$ cat src/design/kpi_pkg.sv
// Shared types and constants for the keyframe path interpolator.
`timescale 1ns / 1ps
package kpi_pkg;

    localparam int NODE_W    = 8;
    localparam int MAX_NODES = 256;
    localparam int DATA_W    = 32;
    localparam int LEN_W     = 9;
    localparam int FRAC_W    = 16;
    localparam int N_LANES   = 6;
    localparam int IN_TDATA_W  = 272;
    localparam int OUT_TDATA_W = 208;

    typedef enum logic [1:0] {
        REQ_WRITE = 2'd0,
        REQ_START = 2'd1,
        REQ_QUERY = 2'd2,
        REQ_NOP   = 2'd3
    } t_req;

    typedef enum logic [1:0] {
        STAT_RESULT = 2'd0,
        STAT_ACK    = 2'd1,
        STAT_SHORT  = 2'd2
    } t_status;

    typedef enum logic [3:0] {
        S_IDLE,
        S_SRCH,
        S_STEP,
        S_POST,
        S_RWD,
        S_RWD2,
        S_DIVS,
        S_DIVW,
        S_LRD1,
        S_LRD2,
        S_LMUL,
        S_LSUM,
        S_HCAP,
        S_DONE
    } t_state;

    typedef struct packed {
        logic cap_a;
        logic mul_en;
        logic sum_en;
        logic hold_cap;
    } t_lane_ctrl;

endpackage

$ cat src/design/kpi_divider.sv
// Restoring divider for the Q1.16 blend fraction, one quotient bit per cycle.
`timescale 1ns / 1ps
module kpi_divider import kpi_pkg::*; (
    input  logic              i_clk,
    input  logic              i_rst_n,
    input  logic              i_start,
    input  logic [DATA_W-1:0] i_dividend,
    input  logic [DATA_W-1:0] i_divisor,
    output logic              o_done,
    output logic [FRAC_W:0]   o_quot
);

    logic                r_busy;
    logic                r_done;
    logic [3:0]          r_cnt;
    logic [DATA_W:0]     r_rem;
    logic [DATA_W-1:0]   r_div;
    logic [FRAC_W:0]     r_quot;
    logic [DATA_W:0]     rem2;
    logic                fits;

    assign rem2 = {r_rem[DATA_W-1:0], 1'b0};
    assign fits = rem2 >= {1'b0, r_div};

    always_ff @(posedge i_clk) begin
        if (!i_rst_n) begin
            r_busy <= 1'b0;
            r_done <= 1'b0;
            r_cnt  <= '0;
        end else begin
            r_done <= 1'b0;
            if (i_start) begin
                r_div  <= i_divisor;
                r_rem  <= {1'b0, i_dividend};
                r_cnt  <= '0;
                // dividend equals divisor: fraction is exactly one
                if (i_dividend == i_divisor) begin
                    r_quot <= {1'b1, {FRAC_W{1'b0}}};
                    r_done <= 1'b1;
                    r_busy <= 1'b0;
                end else begin
                    r_quot <= '0;
                    r_busy <= 1'b1;
                end
            end else if (r_busy) begin
                r_rem  <= fits ? rem2 - {1'b0, r_div} : rem2;
                r_quot <= {r_quot[FRAC_W-1:0], fits};
                r_cnt  <= r_cnt + 4'd1;
                if (r_cnt == 4'(FRAC_W - 1)) begin
                    r_busy <= 1'b0;
                    r_done <= 1'b1;
                end
            end
        end
    end

    assign o_done = r_done;
    assign o_quot = r_quot;

endmodule

$ cat config.mk
export PLATFORM = sky130hd
export DESIGN_NAME = kpi_divider
export DESIGN_NICKNAME = d
export VERILOG_FILES = /design/src/design/kpi_pkg.sv /design/src/design/kpi_divider.sv
export SDC_FILE = /design/constraint.sdc
export NUM_CORES = 1
export LEC_CHECK = 0
export CORE_MARGIN = 1
export CORE_UTILIZATION = 58
export DETAILED_ROUTE_END_ITERATION = 6
export DONT_BUFFER_PORTS = 1
export PLACE_DENSITY_LB_ADDON = 0.15
export SLEW_MARGIN = 20
export SYNTH_ARGS = -nofsm -noshare
export SYNTH_HDL_FRONTEND = slang
export SYNTH_SLANG_ARGS = --single-unit
export TNS_END_PERCENT = 30
$ cat constraint.sdc
create_clock -name i_clk -period 2.8 [get_ports i_clk]
set_input_delay 0.84 -clock i_clk [delete_from_list [all_inputs] [get_ports i_clk]]
set_output_delay 0.84 -clock i_clk [all_outputs]
set_load 0.01 [all_outputs]
Word level (Yosys, flattened, before mapping)
Index checks and enable logic that the tools add are counted.
{ "word_totals": {"input_bits": 67, "output_inout_bits": 18, "reg_bits": 87} }
{ "op_classes": {"reduce_logical": 4, "addsub": 2, "bitwise": 1, "mux": 14, "eq_ne": 2, "n_lt_le_gt_ge": 1} }
{ "ops": {"columns": ["cell", "n"], "rows": [
  ["$mux 32", 3],
  ["$mux 17", 3],
  ["$ge 33x32->1", 1],
  ["$eq 32x32->1", 1],
  ["$sub 32x32->32", 1],
  ["$mux 1", 8],
  ["$add 4x1->4 const B", 1],
  ["$eq 4x4->1 const B", 1],
  ["$reduce_and 2->1", 2],
  ["$reduce_bool 2->1", 1],
  ["$reduce_or 2->1", 1],
  ["$not 1->1", 1]
]} }

Depth between registers and ports, before layout
Gate-level depths: netlist (run 1).
{ "depth": {"ltp_word": 4, "depth_mapped": 14, "depth_no_buf": 11} }

Worst setup path before layout (run 1)
No wires, ideal clock.
{ "synth_path": {"path_kind": "flip-flop to flip-flop", "from": "register r_rem[3]", "to": "register r_rem[30] (data pin)", "t_arrival_ps": 2643, "period_less_slack_ps": 2903, "path_buffers": 1, "setup_ps": 261, "stages_incl_launch_ff": 12, "setup_slack_ps": -103, "cell_sequence": "edfxtp_1 ha_1 a21o_1 a211o_1 o211ai_2 a2111oi_2 o21ai_1 a21boi_2 o31a_1 buf_6 and2_1 a221o_1"} }
{ "synth_between": {"elab_chain_len": 4, "elab_cells_between_ends": 5, "cone_classes": "add/sub: 1; order compare: 1; mux: 3"} }
{ "synth_lines": {"columns": ["element", "line_no", "text"], "rows": [
  ["start: declaration", "kpi_divider.sv:16", "logic [DATA_W:0] r_rem;"],
  ["start signal: assignment", "kpi_divider.sv:34", "r_rem <= {1'b0, i_dividend};"],
  ["start signal: assignment", "kpi_divider.sv:46", "r_rem <= fits ? rem2 - {1'b0, r_div} : rem2;"],
  ["$sub 32x32->32 / $ge 33x32->1 (equally long branches)", "kpi_divider.sv:46, kpi_divider.sv:23", null],
  ["$mux 32 (*)", "kpi_divider.sv:46", null],
  ["$mux 32 (*)", "kpi_divider.sv:45", "end else if (r_busy) begin"],
  ["$mux 32 (*)", "kpi_divider.sv:32", "if (i_start) begin"]
]} }
Every way passes the cells marked *; elsewhere a longest branch is shown, timed or not. The select of a mux whose other input is x is not followed.
A chain may end at the register's enable or synchronous reset.

Worst setup path in the final report (run 1)
{ "layout_path": {"from": "register r_rem[3]", "to": "register r_rem[1] (data pin)"} }
{ "layout_between": {"elab_chain_len": 4} }
{ "layout_lines": {"columns": ["element", "line_no", "text"], "rows": [
  ["$ge 33x32->1", "kpi_divider.sv:23", "assign fits = rem2 >= {1'b0, r_div};"],
  ["$mux 32", "kpi_divider.sv:46", null],
  ["$mux 32", "kpi_divider.sv:45", null],
  ["$mux 32", "kpi_divider.sv:32", null]
]} }
No other way between the ends. The select of a mux whose other input is x is not followed.

==> results of run 1 <==
[registers in the layout, indices dropped and copies added (netlist names)]
name / cells
o_done: 1
r_rem: 32
o_quot: 17
r_cnt: 4
r_busy: 1
r_div: 32
[synth_stat cells, types with 5 or more instances]
library cell,instances
a21o_1,15
a21oi_1,37
and2_1,6
buf_2,6
clkbuf_1,9
dfxtp_1,6
edfxtp_1,81
ha_1,33
inv_1,40
mux2i_1,28
nand2_1,53
nand2b_1,6
nand3_1,11
nand4_1,11
nor2_1,30
nor2b_1,16
nor3_1,7
o21a_1,5
o21ai_0,14
o21ai_1,21
xnor2_1,49
xor2_1,13
[path summary, 6_finish.rpt]
path | slack, ns | cells past startpoint | to
setup / recovery | -0.21 | 11 | r_rem[1]
hold / removal | 0.53 | 2 | r_cnt[3]
hold reg to reg | 0.53 | 2 | r_cnt[3]
setup reg to reg | -0.21 | 11 | r_rem[1]
[worst max-delay path, cell delays in order (launching register included)]
cell       delay (ns)
edfxtp_1         0.45
ha_4             0.26
a21o_1           0.17
a211o_1          0.27
o211ai_4         0.22
a2111oi_4        0.11
o21ai_2          0.18
a21boi_2         0.10
o31a_4           0.46
buf_12           0.17
mux2i_1          0.11
mux2_4           0.26
[layer usage]
metal | vias up | wire length (µm) | global-route usage (%)
met1 | 2237 | 6200 | 37.6
li1 | 2197 | - | -
met4 | 0 | 590 | 14.8
met3 | 34 | 1010 | 7.38
met2 | 159 | 7300 | 50.8
met5 | - | 0 | 0
[metrics by stage]
stage | area, µm² | TNS [ns] | utilization, %
floorplan | 5750 | -0.0159 | -
global placement | 6460 | -2.08 | 68.6
detailed placement | 6460 | -5.14 | 68.6
CTS | 6840 | -3.19 | 72.6
global route | 7060 | -6.04 | 75.0
finish | 7060 | -2.77 | 75.0
[where the power goes]
group	switching [mW]	total [mW]	internal, mW
Combinational	0.749	1.51	0.760
Sequential	0.0668	1.62	1.55
Clock	0.538	0.980	0.442
[timing repair]
item                                   4_1_cts  5_1_grt
pin swaps                                   26       18
endpoints found under the hold margin        0        0
setup buffers                                3        8
gates resized for setup                     18       30
cloned                                       1        0
setup endpoints to repair                   33       33
[layout make-up]
class / instances / area (µm²) / area share, %
Multi-Input combinational cell: 412 / 3210 / 45.4
Clock buffer: 9 / 124 / 1.75
Clock inverter: 7 / 95.1 / 1.35
Timing Repair Buffer: 93 / 772 / 10.9
Tap cell: 129 / 161 / 2.29
Sequential cell: 87 / 2550 / 36.1
Inverter: 40 / 150 / 2.13
[cell families after synthesis]
group	Yosys count
multiplexers	29
buffers and inverters	60
AO/OA/AOI/OAI	132
AND/OR/NAND/NOR	155
XOR/XNOR	62
adder cells (fa/ha/maj)	34
flip-flops	87
==> flow_summary.json, run 1 <==
{
  "grt_pass1_vias": 4786,
  "final_cell_mix": "87 x buf_4, 81 x edfxtp_1, 49 x nand2_1, 49 x xnor2_1, 39 x inv_1",
  "relSlewSlack_pct": 44.7,
  "synth_compound_area_share_pct": 15.5,
  "irDropWorstVdd_uv": 563,
  "io_buffers": 0,
  "violations": "setup timing",
  "p_total_mw": 4.11,
  "synth-main-ff-cell": "edfxtp_1",
  "layout_commonest_cell": "buf_4",
  "clk_latency_ns": 0.38,
  "cts_buffers": 9,
  "yosys_warnings": 0,
  "core_area_um2": 9420,
  "preCtsSetupSlack_ns": -0.243,
  "num-nets-final": 744,
  "first_pass_iters": 5,
  "end_kind": "flip-flop",
  "yosys-top-cells-area": "edfxtp_1 42%, xnor2_1 7.5%, ha_1 7.2%",
  "muxShareOfSynthArea_pct": 5.09,
  "rsz0062_at_grt": "yes",
  "critPathKind": "reg -> reg",
  "path_clk_slew_ns": 0.11,
  "setup_viol": 30,
  "ys_ff_latch": 87,
  "via_count": 4627,
  "fin_ws_ns": -0.211,
  "grt_util_all_layers_pct": 30.6,
  "clock.fmax_mhz": 332,
  "synth_edf_count": 81,
  "synth_top_area_share_pct": 42.5,
  "cts_tree": "yes",
  "antenna_cells": 0,
  "cap_violations": 0,
  "dp_hpwl_um": 11000,
  "wirelength_um": 15100,
  "drive_gt1_share_pct": 25.8,
  "cts_hold_buf": 0,
  "start_util_pct": 60.8,
  "hold_path_class": "reg -> reg",
  "dieArea_um2": 10300,
  "crit-reg2reg-launch": "r_rem[3]",
  "async_flop_share_pct": 0,
  "fin_crit_ns": 3.01,
  "fin_cells": 777,
  "synthAdderAreaFrac_pct": 7.56,
  "gp_congestion": 0.946,
  "antenna_found_initial": 0,
  "startpoint_type": "flip-flop",
  "final_antenna_net_count": 0,
  "arrival_ns": 3.15,
  "wl_per_cell_um": 19.4,
  "path_max_fanout": 7,
  "worst_hold_slack_ns": 0.530,
  "die_w_um": 101,
  "grt_pass1_wl_um": 23400,
  "pwr_density_cell_nw_per_um2": 582,
  "synth_area_um2": 5730,
  "finClkSkew_ns": 0.0159,
  "grt_overflow_total": 0,
  "synth_nets": 660,
  "fillerInstances": 678,
  "root_buffer": "clkbuf_8",
  "dp_cells": 749,
  "clockBufferDepth": 2,
  "drt-vias-per-instance": 5.95,
  "synth_area_per_cell_um2": 10.2,
  "critPathLaunch": "r_rem[3]",
  "htreeDepth": 3,
  "synth_top_family_by_area": "compound AO/OA/AOI/OAI gates",
  "postSynthCellCount": 559,
  "cellLeakagePower_nw": 2.90,
  "grt_max_degree": 69,
  "timing.final.max_slew_violations": 0,
  "rows": 35,
  "hold_viol": 0,
  "cts.sinks": 87,
  "fin_crit_sh_pct": 108,
  "ys_seq_area_share_pct": 44.6,
  "min_from": "r_cnt[3]",
  "tightest_slew_ns": 0.829,
  "ioPinCount": 85,
  "drtIter0Drc": 234,
  "status": "finished with violations",
  "synth_cell_types": 60,
  "syn2layout_area_growth_pct": 23.4,
  "die_h_um": 101,
  "cp.required_ns": 2.94,
  "yosys.area_share.xor_xnor_pct": 9.48,
  "synthSimpleGateAreaFrac_pct": 13.2,
  "yosys.area.top_type": "edfxtp_1",
  "drc": 0
}
(Power assumes the default switching activity.)
==> inputs of run 2 (changes only) <==
--- a/config.mk
+++ b/config.mk
@@ -5,8 +5,10 @@
 export SDC_FILE = /design/constraint.sdc
 export NUM_CORES = 1
 export LEC_CHECK = 0
+export CELL_PAD_IN_SITES_DETAIL_PLACEMENT = 1
+export CELL_PAD_IN_SITES_GLOBAL_PLACEMENT = 1
 export CORE_MARGIN = 1
-export CORE_UTILIZATION = 58
+export CORE_UTILIZATION = 35
 export DETAILED_ROUTE_END_ITERATION = 6
 export DONT_BUFFER_PORTS = 1
 export PLACE_DENSITY_LB_ADDON = 0.15
==> constraint.sdc (replaced) <==
create_clock -name i_clk -period 2.67 [get_ports i_clk]
set_input_delay 0.801 -clock i_clk [delete_from_list [all_inputs] [get_ports i_clk]]
set_output_delay 0.801 -clock i_clk [all_outputs]
set_load 0.01 [all_outputs]
==> flow_summary.json, run 2 (synthesized netlist as in run 1, its figures left out) <==
{
  "wl_per_cell_um": 19.5,
  "drt-vias-per-instance": 5.20,
  "cts.sinks": 87,
  "critPathTopFamily": "compound AO/OA/AOI/OAI gates",
  "reg2reg_depth": 10,
  "cp.required_ns": 2.78,
  "min_to": "r_cnt[3]",
  "path_clk_slew_ns": 0.07,
  "critPathLaunch": "r_rem[3]",
  "end_kind": "flip-flop",
  "timing.rr.end": "r_rem[27]",
  "ioPinCount": 85,
  "htreeDepth": 3,
  "drtIter0Drc": 190,
  "holdPathStages": 2,
  "antenna_cells": 0,
  "fin_crit_ns": 2.90,
  "clock.fmax_mhz": 344,
  "rsz0062_at_grt": "yes",
  "critPathSlowestCell": "edfxtp_1",
  "gp_congestion": 0.884,
  "die_h_um": 130,
  "combPwrFrac_pct": 34.3,
  "rrSetupSlack_ns": -0.23,
  "finClkSkew_ns": 0.0108,
  "timing.final.max_slew_violations": 0,
  "cts_tree": "yes",
  "grt_util_all_layers_pct": 21.3,
  "critPathBufInv": 0,
  "rows": 46,
  "fin_cells": 883,
  "path_cells": "ha_4 -> a21o_1 -> a211o_1 -> o211ai_4 -> nand3_1 -> a221oi_2 -> a21oi_2 -> a221oi_2 -> xnor2_1 -> a221o_1",
  "io_buffers": 0,
  "post_dp_cell_area_um2": 6770,
  "crit-reg2reg-launch": "r_rem[3]",
  "fin_crit_sh_pct": 109,
  "violations": "setup timing",
  "power_frac_seq_pct": 36.0,
  "min_from": "r_cnt[3]",
  "wirelength_um": 17200,
  "tightest_slew_ns": 0.614,
  "p_total_mw": 4.72,
  "dp_hpwl_um": 13200,
  "grt_pass1_vias": 5033,
  "critPathKind": "reg -> reg",
  "antenna_found_initial": 0,
  "grt_max_degree": 69,
  "startpoint_type": "flip-flop",
  "max_stage_delay_ns": 0.43,
  "setup_viol": 31,
  "preCtsSetupSlack_ns": -0.361,
  "irDropWorstVdd_uv": 407,
  "cellLeakagePower_nw": 3.02,
  "final_cell_mix": "105 x buf_4, 81 x edfxtp_1, 51 x nand2_1",
  "worst_hold_slack_ns": 0.523,
  "relSlewSlack_pct": 59.0,
  "hold_path_class": "reg -> reg",
  "final_antenna_net_count": 0,
  "layout_commonest_cell": "buf_4",
  "pwr_density_cell_nw_per_um2": 640,
  "clk_latency_ns": 0.36,
  "p_sw_mw": 1.51,
  "p_clk_share_pct": 29.7,
  "cp_common_cell": "a221oi_2",
  "hold_viol": 0,
  "first_pass_iters": 4,
  "die_w_um": 130,
  "grt_overflow_total": 0,
  "grt_pass1_wl_um": 26300,
  "core_area_um2": 15900,
  "clockBufferDepth": 2,
  "cts_buffers": 9,
  "dp_cells": 860,
  "dieArea_um2": 16900,
  "p_int_mw": 3.21,
  "status": "finished with violations",
  "drive_gt1_share_pct": 27.4,
  "cap_violations": 0,
  "num-nets-final": 763,
  "path_max_fanout": 3,
  "via_count": 4589,
  "root_buffer": "clkbuf_16",
  "switching_share_pct": 32.0,
  "drc": 0,
  "arrival_ns": 3.02,
  "stdcell_area_um2": 7380,
  "fin_ws_ns": -0.233,
  "start_util_pct": 35.9,
  "syn2layout_area_growth_pct": 28.8
}
-- run 2: timing repair --
item	in CTS	in global routing
pin swaps	4	5
buffers inserted	7	0
hold buffers	0	0
setup endpoints to repair	33	33
resized for setup	26	19
-- run 2: layout make-up --
| type | instances | area (µm²) |
|---|---|---|
| Clock buffer | 9 | 225 |
| Clock inverter | 7 | 92.6 |
| Fill cell | 1781 | 8570 |
| Inverter | 40 | 150 |
| Multi-Input combinational cell | 412 | 3190 |
| Sequential cell | 87 | 2550 |
| Tap cell | 216 | 270 |
| Timing Repair Buffer | 112 | 893 |
-- run 2: layer usage --
layer	routed length, µm	GRT usage [%]	share of wire (%)	vias to the layer above
met5	0	0	0	-
met4	452	7.93	2.6	0
met3	1090	7.05	6.4	21
met2	8400	36.2	49	99
met1	7230	25.0	42	2252
li1	-	-	-	2217
-- run 2: power groups by stage --
stage               logic, mW  clock network (mW)  registers [mW]
finish                   1.62                1.40            1.70
global placement         1.46                   0            1.72
global route             1.77                1.49            1.71
CTS                      1.59                1.44            1.69
floorplan               0.954                   0            1.70
detailed placement       1.50                   0            1.72
-- run 2: per-stage QoR --
| stage | setup TNS, ns | util [%] |
|---|---|---|
| final | -5.68 | 46.3 |
| after global routing | -10.11 | 46.3 |
| after CTS | -6.08 | 45.5 |
| after detailed placement | -9.65 | 42.4 |
| after global placement | -8.19 | 42.4 |
| after floorplan | -0.232 | - |
-- run 2: worst max path at each step --
| stage | end | depth (start not counted) |
|---|---|---|
| global route | r_rem[8] | 12 |
| global placement | r_rem[26] | 12 |
| CTS | r_rem[27] | 10 |
| finish | r_rem[27] | 10 |
| floorplan | r_rem[27] | 10 |
| detailed placement | r_rem[28] | 12 |
-- run 2: worst min-delay path, cell delays in order, from the launching register on --
cell,delay [ns]
dfxtp_1,0.35
xor2_1,0.08
nor2_1,0.07
